--- config.mk ---
export PLATFORM = sky130hd
export DESIGN_NAME = sha256_stream_hasher_flat
export DESIGN_NICKNAME = d
export VERILOG_FILES = /design/src/rtl/s256_pkg.sv /design/src/rtl/s256_req_if.sv /design/src/rtl/s256_rsp_if.sv /design/src/rtl/sha256_stream_hasher.sv /design/src/rtl/s256_core.sv /design/src/flat_wrapper.sv
export SDC_FILE = /design/constraint.sdc
export NUM_CORES = 2
export LEC_CHECK = 0
export ABC_CLOCK_PERIOD_IN_PS = 25400
export BUFFER_PORTS_ARGS = -buffer_cell sky130_fd_sc_hd__buf_2
export CORE_ASPECT_RATIO = 1.75
export CORE_MARGIN = 4
export CORE_UTILIZATION = 59
export CTS_CLUSTER_DIAMETER = 80
export DETAILED_ROUTE_END_ITERATION = 8
export GPL_TIMING_DRIVEN = 0
export MAX_ROUTING_LAYER = met4
export PLACE_DENSITY = 0.77
export SLEW_MARGIN = 0
export SYNTH_ARGS = -nofsm -noshare
export SYNTH_HDL_FRONTEND = slang
export SYNTH_SLANG_ARGS = --single-unit
export TNS_END_PERCENT = 10
--- constraint.sdc ---
create_clock -name clock -period 25.4 [get_ports clock]
set_input_delay 3.81 -clock clock [delete_from_list [all_inputs] [get_ports clock]]
set_output_delay 3.81 -clock clock [all_outputs]
set_load 0.005 [all_outputs]
--- src/rtl/s256_pkg.sv ---
// Shared types, constants and round functions for the SHA-256 stream hasher.
// No dependencies; the core and the top level refer to it by scoped names.
`timescale 1ns / 1ps
`default_nettype none

package s256_pkg;

   // Eight 32-bit chaining or working words, word 0 (a / H0) at index 0
   typedef logic [7:0][31:0] chain_type;

   // Initial hash value, written highest index first
   localparam chain_type INIT_H = {
      32'h5be0cd19, 32'h1f83d9ab, 32'h9b05688c, 32'h510e527f,
      32'ha54ff53a, 32'h3c6ef372, 32'hbb67ae85, 32'h6a09e667
   };

   localparam logic [7:0] PAD_MARK   = 8'h80;
   localparam logic [5:0] LEN_POS    = 6'd56;
   localparam logic [5:0] LAST_SLOT  = 6'd63;
   localparam logic [5:0] LAST_ROUND = 6'd63;
   localparam logic [2:0] LAST_INDEX = 3'd7;

   localparam logic KIND_DATA   = 1'b0;
   localparam logic KIND_FINISH = 1'b1;

   // Sequencer states of the top level
   typedef enum logic [4:0] {
      ST_IDLE = 5'b00001,
      ST_PAD  = 5'b00010,
      ST_LEN  = 5'b00100,
      ST_COMP = 5'b01000,
      ST_OUT  = 5'b10000
   } seq_state_type;

   // States of the compression core
   typedef enum logic [2:0] {
      CORE_IDLE  = 3'b001,
      CORE_ROUND = 3'b010,
      CORE_ADD   = 3'b100
   } core_state_type;

   // Sequencer to core
   typedef struct packed {
      logic       shift_byte;  // push one byte into the message line
      logic [7:0] byte_val;
      logic       start;       // load working words and run one block
      logic       reinit;      // restore the initial hash value
   } core_ctrl_type;

   // Core to sequencer
   typedef struct packed {
      logic busy;
      logic done;              // final add happens on this cycle
   } core_stat_type;

   function automatic logic [31:0] big_sigma0(input logic [31:0] x);
      big_sigma0 = {x[1:0], x[31:2]} ^ {x[12:0], x[31:13]} ^ {x[21:0], x[31:22]};
   endfunction

   function automatic logic [31:0] big_sigma1(input logic [31:0] x);
      big_sigma1 = {x[5:0], x[31:6]} ^ {x[10:0], x[31:11]} ^ {x[24:0], x[31:25]};
   endfunction

   function automatic logic [31:0] small_sigma0(input logic [31:0] x);
      small_sigma0 = {x[6:0], x[31:7]} ^ {x[17:0], x[31:18]} ^ {3'b000, x[31:3]};
   endfunction

   function automatic logic [31:0] small_sigma1(input logic [31:0] x);
      small_sigma1 = {x[16:0], x[31:17]} ^ {x[18:0], x[31:19]} ^ {10'd0, x[31:10]};
   endfunction

   // Round constants
   function automatic logic [31:0] round_k(input logic [5:0] idx);
      case (idx)
         6'd0:  round_k = 32'h428a2f98;
         6'd1:  round_k = 32'h71374491;
         6'd2:  round_k = 32'hb5c0fbcf;
         6'd3:  round_k = 32'he9b5dba5;
         6'd4:  round_k = 32'h3956c25b;
         6'd5:  round_k = 32'h59f111f1;
         6'd6:  round_k = 32'h923f82a4;
         6'd7:  round_k = 32'hab1c5ed5;
         6'd8:  round_k = 32'hd807aa98;
         6'd9:  round_k = 32'h12835b01;
         6'd10: round_k = 32'h243185be;
         6'd11: round_k = 32'h550c7dc3;
         6'd12: round_k = 32'h72be5d74;
         6'd13: round_k = 32'h80deb1fe;
         6'd14: round_k = 32'h9bdc06a7;
         6'd15: round_k = 32'hc19bf174;
         6'd16: round_k = 32'he49b69c1;
         6'd17: round_k = 32'hefbe4786;
         6'd18: round_k = 32'h0fc19dc6;
         6'd19: round_k = 32'h240ca1cc;
         6'd20: round_k = 32'h2de92c6f;
         6'd21: round_k = 32'h4a7484aa;
         6'd22: round_k = 32'h5cb0a9dc;
         6'd23: round_k = 32'h76f988da;
         6'd24: round_k = 32'h983e5152;
         6'd25: round_k = 32'ha831c66d;
         6'd26: round_k = 32'hb00327c8;
         6'd27: round_k = 32'hbf597fc7;
         6'd28: round_k = 32'hc6e00bf3;
         6'd29: round_k = 32'hd5a79147;
         6'd30: round_k = 32'h06ca6351;
         6'd31: round_k = 32'h14292967;
         6'd32: round_k = 32'h27b70a85;
         6'd33: round_k = 32'h2e1b2138;
         6'd34: round_k = 32'h4d2c6dfc;
         6'd35: round_k = 32'h53380d13;
         6'd36: round_k = 32'h650a7354;
         6'd37: round_k = 32'h766a0abb;
         6'd38: round_k = 32'h81c2c92e;
         6'd39: round_k = 32'h92722c85;
         6'd40: round_k = 32'ha2bfe8a1;
         6'd41: round_k = 32'ha81a664b;
         6'd42: round_k = 32'hc24b8b70;
         6'd43: round_k = 32'hc76c51a3;
         6'd44: round_k = 32'hd192e819;
         6'd45: round_k = 32'hd6990624;
         6'd46: round_k = 32'hf40e3585;
         6'd47: round_k = 32'h106aa070;
         6'd48: round_k = 32'h19a4c116;
         6'd49: round_k = 32'h1e376c08;
         6'd50: round_k = 32'h2748774c;
         6'd51: round_k = 32'h34b0bcb5;
         6'd52: round_k = 32'h391c0cb3;
         6'd53: round_k = 32'h4ed8aa4a;
         6'd54: round_k = 32'h5b9cca4f;
         6'd55: round_k = 32'h682e6ff3;
         6'd56: round_k = 32'h748f82ee;
         6'd57: round_k = 32'h78a5636f;
         6'd58: round_k = 32'h84c87814;
         6'd59: round_k = 32'h8cc70208;
         6'd60: round_k = 32'h90befffa;
         6'd61: round_k = 32'ha4506ceb;
         6'd62: round_k = 32'hbef9a3f7;
         6'd63: round_k = 32'hc67178f2;
         default: round_k = 32'h00000000;
      endcase
   endfunction

endpackage

`default_nettype wire

--- src/rtl/s256_req_if.sv ---
// Input channel of the SHA-256 stream hasher: one message byte or a finish per word.
// Depends on nothing.
`timescale 1ns / 1ps
`default_nettype none

interface s256_req_if;
   logic       valid;
   logic       ready;
   logic       kind;
   logic [7:0] data_byte;

   modport source (output valid, output kind, output data_byte, input ready);
   modport sink   (input valid, input kind, input data_byte, output ready);
endinterface

`default_nettype wire

--- src/rtl/s256_rsp_if.sv ---
// Result channel of the SHA-256 stream hasher: one digest word per handshake.
// Depends on nothing.
`timescale 1ns / 1ps
`default_nettype none

interface s256_rsp_if;
   logic        valid;
   logic        ready;
   logic [31:0] digest_word;
   logic [2:0]  word_index;
   logic        last_word;

   modport source (output valid, output digest_word, output word_index,
                   output last_word, input ready);
   modport sink   (input valid, input digest_word, input word_index,
                   input last_word, output ready);
endinterface

`default_nettype wire

--- src/rtl/sha256_stream_hasher.sv ---
// Top level of the SHA-256 stream hasher: byte intake, padding sequencer, digest output.
// Depends on s256_pkg, s256_req_if, s256_rsp_if and s256_core.
`timescale 1ns / 1ps
`default_nettype none

// Streaming SHA-256. Each req word carries one message byte (kind 0) or a finish
// (kind 1). Every 64th data byte holds req_bus.ready low while the single round
// unit runs 64 rounds and the final add. A finish feeds the padding one byte per
// cycle while no compression runs (0x80, zeros up to byte 56, eight length bytes),
// with one or two compressions in between, and then presents the eight digest words
// on rsp_bus, word 0 first, last_word set on word 7. After the final word the
// hasher is back in its reset state, ready for the next message.
module sha256_stream_hasher (
   input wire         clock,
   input wire         reset,
   s256_req_if.sink   req_bus,
   s256_rsp_if.source rsp_bus
);

   s256_pkg::seq_state_type state_ff, state_in;
   s256_pkg::seq_state_type ret_ff, ret_in;
   logic [5:0]              fill_ff, fill_in;
   logic [60:0]             count_ff, count_in;
   logic [63:0]             len_ff, len_in;
   logic                    mark_ff, mark_in;
   logic [2:0]              idx_ff, idx_in;

   s256_pkg::core_ctrl_type core_ctrl;
   s256_pkg::core_stat_type core_stat;
   s256_pkg::chain_type     chain;

   logic req_fire, rsp_fire;

   s256_core u_core (
      .clock (clock),
      .reset (reset),
      .ctrl  (core_ctrl),
      .stat  (core_stat),
      .chain (chain)
   );

   assign req_bus.ready = (state_ff == s256_pkg::ST_IDLE);
   assign rsp_bus.valid = (state_ff == s256_pkg::ST_OUT);
   assign req_fire      = req_bus.valid && req_bus.ready;
   assign rsp_fire      = rsp_bus.valid && rsp_bus.ready;

   // Sequencer: intake, padding, length, compression wait, digest output
   always_comb begin
      state_in  = state_ff;
      ret_in    = ret_ff;
      count_in  = count_ff;
      len_in    = len_ff;
      mark_in   = mark_ff;
      idx_in    = idx_ff;
      core_ctrl = '0;
      case (state_ff)
         s256_pkg::ST_IDLE: begin
            if (req_fire) begin
               if (req_bus.kind == s256_pkg::KIND_DATA) begin
                  core_ctrl.shift_byte = 1'b1;
                  core_ctrl.byte_val   = req_bus.data_byte;
                  count_in             = count_ff + 61'd1;
               end else begin
                  len_in   = {count_ff, 3'b000};
                  count_in = 61'd0;
                  mark_in  = 1'b1;
                  state_in = s256_pkg::ST_PAD;
               end
            end
         end
         s256_pkg::ST_PAD: begin
            if (mark_ff || fill_ff != s256_pkg::LEN_POS) begin
               core_ctrl.shift_byte = 1'b1;
               core_ctrl.byte_val   = mark_ff ? s256_pkg::PAD_MARK : 8'h00;
               mark_in              = 1'b0;
            end else begin
               state_in = s256_pkg::ST_LEN;
            end
         end
         s256_pkg::ST_LEN: begin
            core_ctrl.shift_byte = 1'b1;
            core_ctrl.byte_val   = len_ff[63:56];
            len_in               = {len_ff[55:0], 8'h00};
         end
         s256_pkg::ST_COMP: begin
            if (core_stat.done) begin
               state_in = ret_ff;
               idx_in   = 3'd0;
            end
         end
         s256_pkg::ST_OUT: begin
            if (rsp_fire) begin
               idx_in = idx_ff + 3'd1;
               if (idx_ff == s256_pkg::LAST_INDEX) begin
                  core_ctrl.reinit = 1'b1;
                  state_in         = s256_pkg::ST_IDLE;
               end
            end
         end
         default: begin
            state_in = s256_pkg::ST_IDLE;
         end
      endcase

      // A byte that completes the block starts a compression
      fill_in = fill_ff;
      if (core_ctrl.shift_byte) begin
         fill_in = fill_ff + 6'd1;
         if (fill_ff == s256_pkg::LAST_SLOT) begin
            core_ctrl.start = 1'b1;
            ret_in          = (state_ff == s256_pkg::ST_LEN) ? s256_pkg::ST_OUT : state_ff;
            state_in        = s256_pkg::ST_COMP;
         end
      end
   end

   // Control registers
   always_ff @(posedge clock) begin
      if (reset) begin
         state_ff <= s256_pkg::ST_IDLE;
         ret_ff   <= s256_pkg::ST_IDLE;
         fill_ff  <= 6'd0;
         count_ff <= 61'd0;
         mark_ff  <= 1'b0;
         idx_ff   <= 3'd0;
      end else begin
         state_ff <= state_in;
         ret_ff   <= ret_in;
         fill_ff  <= fill_in;
         count_ff <= count_in;
         mark_ff  <= mark_in;
         idx_ff   <= idx_in;
      end
   end

   // Bit length being shifted out
   always_ff @(posedge clock) begin
      len_ff <= len_in;
   end

   // Digest word output straight from the chaining registers
   assign rsp_bus.digest_word = chain[idx_ff];
   assign rsp_bus.word_index  = idx_ff;
   assign rsp_bus.last_word   = (idx_ff == s256_pkg::LAST_INDEX);

`ifndef SYNTHESIS
   // The digest goes out only after the final block has emptied the byte buffer
   a_out_empty: assert property (@(posedge clock) disable iff (reset)
      (state_ff == s256_pkg::ST_OUT) |-> (fill_ff == 6'd0))
      else $error("hasher: digest output with bytes still buffered");

   // Intake is never open while the core is compressing
   a_ready_core: assert property (@(posedge clock) disable iff (reset)
      req_bus.ready |-> !core_stat.busy)
      else $error("hasher: ready while core busy");

   // The 64th data byte starts a compression
   a_full_block: assert property (@(posedge clock) disable iff (reset)
      (req_fire && req_bus.kind == s256_pkg::KIND_DATA
       && fill_ff == s256_pkg::LAST_SLOT)
      |=> (core_stat.busy && state_ff == s256_pkg::ST_COMP))
      else $error("hasher: full block did not start compression");

   // After the last digest word the hasher is back in its reset state
   a_reinit: assert property (@(posedge clock) disable iff (reset)
      (rsp_fire && rsp_bus.last_word)
      |=> (state_ff == s256_pkg::ST_IDLE && count_ff == 61'd0 && fill_ff == 6'd0))
      else $error("hasher: not reinitialized after digest");
`endif

endmodule

`default_nettype wire

--- src/rtl/s256_core.sv ---
// SHA-256 compression core: 512-bit message line, one round unit, chaining words.
// Depends on s256_pkg.
`timescale 1ns / 1ps
`default_nettype none

module s256_core (
   input  wire                     clock,
   input  wire                     reset,
   input  s256_pkg::core_ctrl_type ctrl,
   output s256_pkg::core_stat_type stat,
   output s256_pkg::chain_type     chain
);

   s256_pkg::core_state_type state_ff, state_in;
   logic [5:0]               rnd_ff, rnd_in;
   s256_pkg::chain_type      chain_ff, chain_in;
   s256_pkg::chain_type      wk_ff, wk_in;
   logic [511:0]             msg_ff, msg_in;

   logic [31:0] w0, w1, w9, w14, w_new;
   logic [31:0] t1, t2, ch, maj;

   // Schedule taps: the oldest word sits at the top of the line
   assign w0  = msg_ff[511:480];
   assign w1  = msg_ff[479:448];
   assign w9  = msg_ff[223:192];
   assign w14 = msg_ff[63:32];
   assign w_new = w0 + s256_pkg::small_sigma0(w1) + w9 + s256_pkg::small_sigma1(w14);

   // Round function
   assign ch  = (wk_ff[4] & wk_ff[5]) ^ (~wk_ff[4] & wk_ff[6]);
   assign maj = (wk_ff[0] & wk_ff[1]) ^ (wk_ff[0] & wk_ff[2]) ^ (wk_ff[1] & wk_ff[2]);
   assign t1  = wk_ff[7] + s256_pkg::big_sigma1(wk_ff[4]) + ch
                + s256_pkg::round_k(rnd_ff) + w0;
   assign t2  = s256_pkg::big_sigma0(wk_ff[0]) + maj;

   // Sequencing of one block
   always_comb begin
      state_in = state_ff;
      rnd_in   = rnd_ff;
      chain_in = chain_ff;
      wk_in    = wk_ff;
      msg_in   = msg_ff;
      case (state_ff)
         s256_pkg::CORE_IDLE: begin
            if (ctrl.shift_byte) begin
               msg_in = {msg_ff[503:0], ctrl.byte_val};
            end
            if (ctrl.start) begin
               wk_in    = chain_ff;
               rnd_in   = 6'd0;
               state_in = s256_pkg::CORE_ROUND;
            end
            if (ctrl.reinit) begin
               chain_in = s256_pkg::INIT_H;
            end
         end
         s256_pkg::CORE_ROUND: begin
            msg_in   = {msg_ff[479:0], w_new};
            wk_in[7] = wk_ff[6];
            wk_in[6] = wk_ff[5];
            wk_in[5] = wk_ff[4];
            wk_in[4] = wk_ff[3] + t1;
            wk_in[3] = wk_ff[2];
            wk_in[2] = wk_ff[1];
            wk_in[1] = wk_ff[0];
            wk_in[0] = t1 + t2;
            rnd_in   = rnd_ff + 6'd1;
            if (rnd_ff == s256_pkg::LAST_ROUND) begin
               state_in = s256_pkg::CORE_ADD;
            end
         end
         s256_pkg::CORE_ADD: begin
            for (int i = 0; i < 8; i++) begin
               chain_in[i] = chain_ff[i] + wk_ff[i];
            end
            state_in = s256_pkg::CORE_IDLE;
         end
         default: begin
            state_in = s256_pkg::CORE_IDLE;
         end
      endcase
   end

   // Control and chaining registers
   always_ff @(posedge clock) begin
      if (reset) begin
         state_ff <= s256_pkg::CORE_IDLE;
         rnd_ff   <= 6'd0;
         chain_ff <= s256_pkg::INIT_H;
      end else begin
         state_ff <= state_in;
         rnd_ff   <= rnd_in;
         chain_ff <= chain_in;
      end
   end

   // Datapath registers
   always_ff @(posedge clock) begin
      wk_ff  <= wk_in;
      msg_ff <= msg_in;
   end

   assign stat.busy = (state_ff != s256_pkg::CORE_IDLE);
   assign stat.done = (state_ff == s256_pkg::CORE_ADD);
   assign chain     = chain_ff;

`ifndef SYNTHESIS
   // A block always runs its last round into the final add
   a_round_to_add: assert property (@(posedge clock) disable iff (reset)
      (state_ff == s256_pkg::CORE_ROUND && rnd_ff == s256_pkg::LAST_ROUND)
      |=> (state_ff == s256_pkg::CORE_ADD))
      else $error("core: last round not followed by final add");

   // Start only arrives while the core is idle
   a_start_idle: assert property (@(posedge clock) disable iff (reset)
      ctrl.start |-> (state_ff == s256_pkg::CORE_IDLE))
      else $error("core: start while busy");

   // Start launches round zero on the next cycle
   a_start_round0: assert property (@(posedge clock) disable iff (reset)
      (ctrl.start && state_ff == s256_pkg::CORE_IDLE)
      |=> (state_ff == s256_pkg::CORE_ROUND && rnd_ff == 6'd0))
      else $error("core: start did not launch round zero");
`endif

endmodule

`default_nettype wire

--- src/flat_wrapper.sv ---
// flat-port wrapper written by rule: the top's interface ports become plain ports
module sha256_stream_hasher_flat 
  (clock, reset, req_bus_valid, req_bus_kind, req_bus_data_byte, req_bus_ready, rsp_bus_valid, rsp_bus_digest_word, rsp_bus_word_index, rsp_bus_last_word, rsp_bus_ready);
  s256_req_if req_bus_i ();
  s256_rsp_if rsp_bus_i ();
  input wire clock;
  input wire reset;
  input wire logic [$bits(req_bus_i.valid)-1:0] req_bus_valid;
  input wire logic [$bits(req_bus_i.kind)-1:0] req_bus_kind;
  input wire logic [$bits(req_bus_i.data_byte)-1:0] req_bus_data_byte;
  output wire logic [$bits(req_bus_i.ready)-1:0] req_bus_ready;
  output wire logic [$bits(rsp_bus_i.valid)-1:0] rsp_bus_valid;
  output wire logic [$bits(rsp_bus_i.digest_word)-1:0] rsp_bus_digest_word;
  output wire logic [$bits(rsp_bus_i.word_index)-1:0] rsp_bus_word_index;
  output wire logic [$bits(rsp_bus_i.last_word)-1:0] rsp_bus_last_word;
  input wire logic [$bits(rsp_bus_i.ready)-1:0] rsp_bus_ready;
  assign req_bus_i.valid = req_bus_valid;
  assign req_bus_i.kind = req_bus_kind;
  assign req_bus_i.data_byte = req_bus_data_byte;
  assign req_bus_ready = req_bus_i.ready;
  assign rsp_bus_valid = rsp_bus_i.valid;
  assign rsp_bus_digest_word = rsp_bus_i.digest_word;
  assign rsp_bus_word_index = rsp_bus_i.word_index;
  assign rsp_bus_last_word = rsp_bus_i.last_word;
  assign rsp_bus_i.ready = rsp_bus_ready;
  sha256_stream_hasher u_core (.clock(clock), .reset(reset), .req_bus(req_bus_i), .rsp_bus(rsp_bus_i));
endmodule
==> impl_metrics.json <==
{
  "critical_path_required_ns": 25.94,
  "peakVddDrop_mv": 0.0610,
  "p_switching_uw": 1630,
  "synth_area_leaders": "edfxtp_1, nand2_1, dfxtp_1",
  "hold_buffers": 0,
  "portBuffers": 49,
  "maxCapViolCount": 4,
  "crit_fanout": 5,
  "grtUsageTotal_pct": 44.8,
  "busiest_layer": "met2",
  "start_util_pct": 59.5,
  "fin_crit_sh_pct": 43.6,
  "synth_top_area_share_pct": 32.2,
  "slew_headroom_pct": -8.52,
  "gp_congestion": 1.15,
  "finalHoldViolCount": 0,
  "rsz0062_at_grt": "false",
  "grt_pass1_vias": 68393,
  "antenna_found_initial": 18,
  "syn_area_sq_um": 77400,
  "ioPinCount": 51,
  "p_clk_share_pct": 35.5,
  "cts_buffer_depth": 3,
  "dr_total_vias": 67746,
  "grtUsageMet1_pct": 41.1,
  "fmax_mhz": 90.4,
  "die_x_um": 282,
  "cts_resized": 0,
  "drt_first_pass_iters": 8,
  "synth_edf_count": 829,
  "ys_warn_count": 0,
  "area_growth_pct": 9.28,
  "rows": 175,
  "seqPwrFrac_pct": 42.1,
  "drc_errors": 0,
  "synth_nets": 9223,
  "grt-ovfl-total": 0,
  "start_kind": "register",
  "cts_setup_buffers": 0,
  "skew_ns": 0.0732,
  "clk_latency_ns": 0.83,
  "grt_max_degree": 37,
  "ff_latch_area_sq_um": 32500,
  "critPathSlowestCell": "a2111oi_0",
  "place_hpwl_mm": 236,
  "via_per_inst": 6.36,
  "cts_tree": "yes",
  "synth_cell_types": 106,
  "swShare_pct": 31.2,
  "leakage_uw": 0.0348,
  "htree_num_levels": 3,
  "ant_nets": 0,
  "multiInputGateArea_sq_um": 41700,
  "wl_mm": 304,
  "grt_pass1_wl_mm": 434,
  "min_path_type": "register to register",
  "synth-seq-cells": 1207,
  "layout_min_cycle_time_ns": 11.07,
  "root_buffer": "clkbuf_16",
  "slowest_delay_ns": 1.09,
  "fin_tns_setup_ns": 0,
  "coreArea_sq_um": 130000,
  "tightest_slew_ns": 1.63,
  "first_iter_violations": 7212,
  "dp.cells": 10383,
  "internal_power_uw": 3600,
  "slew_violations": 21,
  "synthCells": 8621,
  "wl_per_cell_um": 28.5,
  "pwr-share-comb_pct": 22.3,
  "cts_sinks": 1207,
  "yosys.area.top_type": "edfxtp_1",
  "clk_pin_slew_ns": 0.07,
  "crit_type": "register to register",
  "grt_util_met3_pct": 9.51,
  "finalSetupViolCount": 0,
  "synth_area_per_cell_sq_um": 8.98,
  "synth_seq_area_share_pct": 41.9,
  "die-area_sq_um": 137000,
  "async_reset_ff_share_pct": 0,
  "fillerInstances": 10699,
  "power_density_nw_per_um2": 61.9,
  "arrival_ns": 11.61,
  "drive_above_1_share_pct": 5.23,
  "cp_common_cell": "a21oi_1",
  "gr-usage-met2_pct": 73.1,
  "numCtsBuffers": 113,
  "nets": 9421,
  "synthFlopType": "edfxtp_1",
  "failed_checks": "max-capacitance violations, max-slew violations",
  "end_kind": "register",
  "status": "finished, violations left",
  "die_h_um": 487,
  "stdcell_count": 10644
}
-- cell usage in the layout (no fill, tap or decap), drive strengths merged, types with 55 or more instances in the layout --
master     n
nand2   2612
edfxtp   829
clkbuf   556
nor2     419
o21ai    419
a21oi    416
xnor2    395
ha       394
dfxtp    378
inv      372
xor2     229
a21o     214
fa       195
buf      153
o22ai    111
nand3    103
a22oi     82
mux4      64
nor3      57
o21bai    56
a31oi     55
-- synth_stat cells, drive strengths merged, types with 43 or more instances --
cell,number
buf,72
xor2,229
mux4,64
inv,366
nand2,2612
nor3,57
a21oi,416
a22oi,82
a31oi,55
and3,54
o21ai,419
o21bai,56
o22ai,111
a211oi,45
clkbuf,416
ha,394
o21a,43
nand2b,52
edfxtp,829
a21o,214
dfxtp,378
xnor2,395
nor2,419
nand3,103
fa,195
-- kinds of logic (layout without fill, tap and decap cells) --
logic type	after synthesis	after routing	synth area share (%)
multiplexers	138	138	2.89
flip-flops	1207	1207	41.9
other	0	46	0
XOR/XNOR	624	624	7.06
adder cells (fa/ha/maj)	592	592	11.5
AO/OA/AOI/OAI	1699	1699	14.0
AND/OR/NAND/NOR	3506	3506	18.5
buffers and inverters	855	1151	4.21
-- flip-flops by register name (all words and copies together) (netlist names), 6 cells and up, named ones only --
| register | count |
|---|---|
| u_core.fill_ff | 6 |
| u_core.u_core.wk_ff | 256 |
| u_core.u_core.rnd_ff | 6 |
| u_core.u_core.msg_ff | 512 |
| u_core.count_ff | 61 |
| u_core.len_ff | 61 |
| u_core.u_core.chain | 256 |
-- power groups by stage --
stage	logic, uW	registers, uW	clock network (uW)
6_report	1170	2210	1860
5_1_grt	1250	2210	1940
4_1_cts	1140	2200	1860
3_5_place_dp	1120	2250	0
3_3_place_gp	1090	2290	0
2_1_floorplan	793	2250	0
-- worst paths after layout --
path,from,endpoint,slack (ns),cells past startpoint
setup / recovery,u_core.u_core.wk_ff[135],u_core.u_core.wk_ff[31],14.33,33
setup reg to reg,u_core.u_core.wk_ff[135],u_core.u_core.wk_ff[31],14.33,33
hold / removal,u_core.ret_ff[1],u_core.ret_ff[1],0.48,2
hold reg to reg,u_core.ret_ff[1],u_core.ret_ff[1],0.48,2
-- routing by layer --
metal	wire length, um	vias up
met3	23800	1658
met5	0	-
met2	146000	3783
met4	43200	0
met1	91300	32198
li1	-	30107
-- layout make-up --
| type | count | area share, % |
|---|---|---|
| flip-flops and latches | 1207 | 38.4 |
| multi-input cells | 6559 | 49.3 |
| clock inverters | 75 | 1.13 |
| plain buffers | 488 | 2.23 |
| inverters | 367 | 1.63 |
| repair buffers | 83 | 1.11 |
| clock buffers | 138 | 3.58 |
| well taps | 1681 | 2.49 |
| diodes | 46 | 0.136 |
-- through the flow --
step	worst slack, ns	util [%]	total power (uW)	hold WS [ns]	cell area, sq um
floorplan	7.02	-	3050	0.432	77400
global route	14.12	65.0	5400	0.496	84600
detailed placement	14.96	61.8	3370	0.474	80400
CTS	14.88	64.9	5200	0.484	84400
finish	14.33	65.0	5240	0.483	84600
global placement	1.87	61.3	3380	0.444	79700
-- worst max-delay path: cells and delay by family (launching register included) --
kind / cells / cell delay, ns
AOI/OAI and AO/OA: 16 / 5.16
adders and majority gates: 6 / 2.62
xor gates and xnor gates: 5 / 1.56
buffers and inverters: 3 / 0.55
and+or+nand+nor: 3 / 0.53
DFF: 1 / 0.36
No activity file was read; power rests on OpenSTA's default activity.
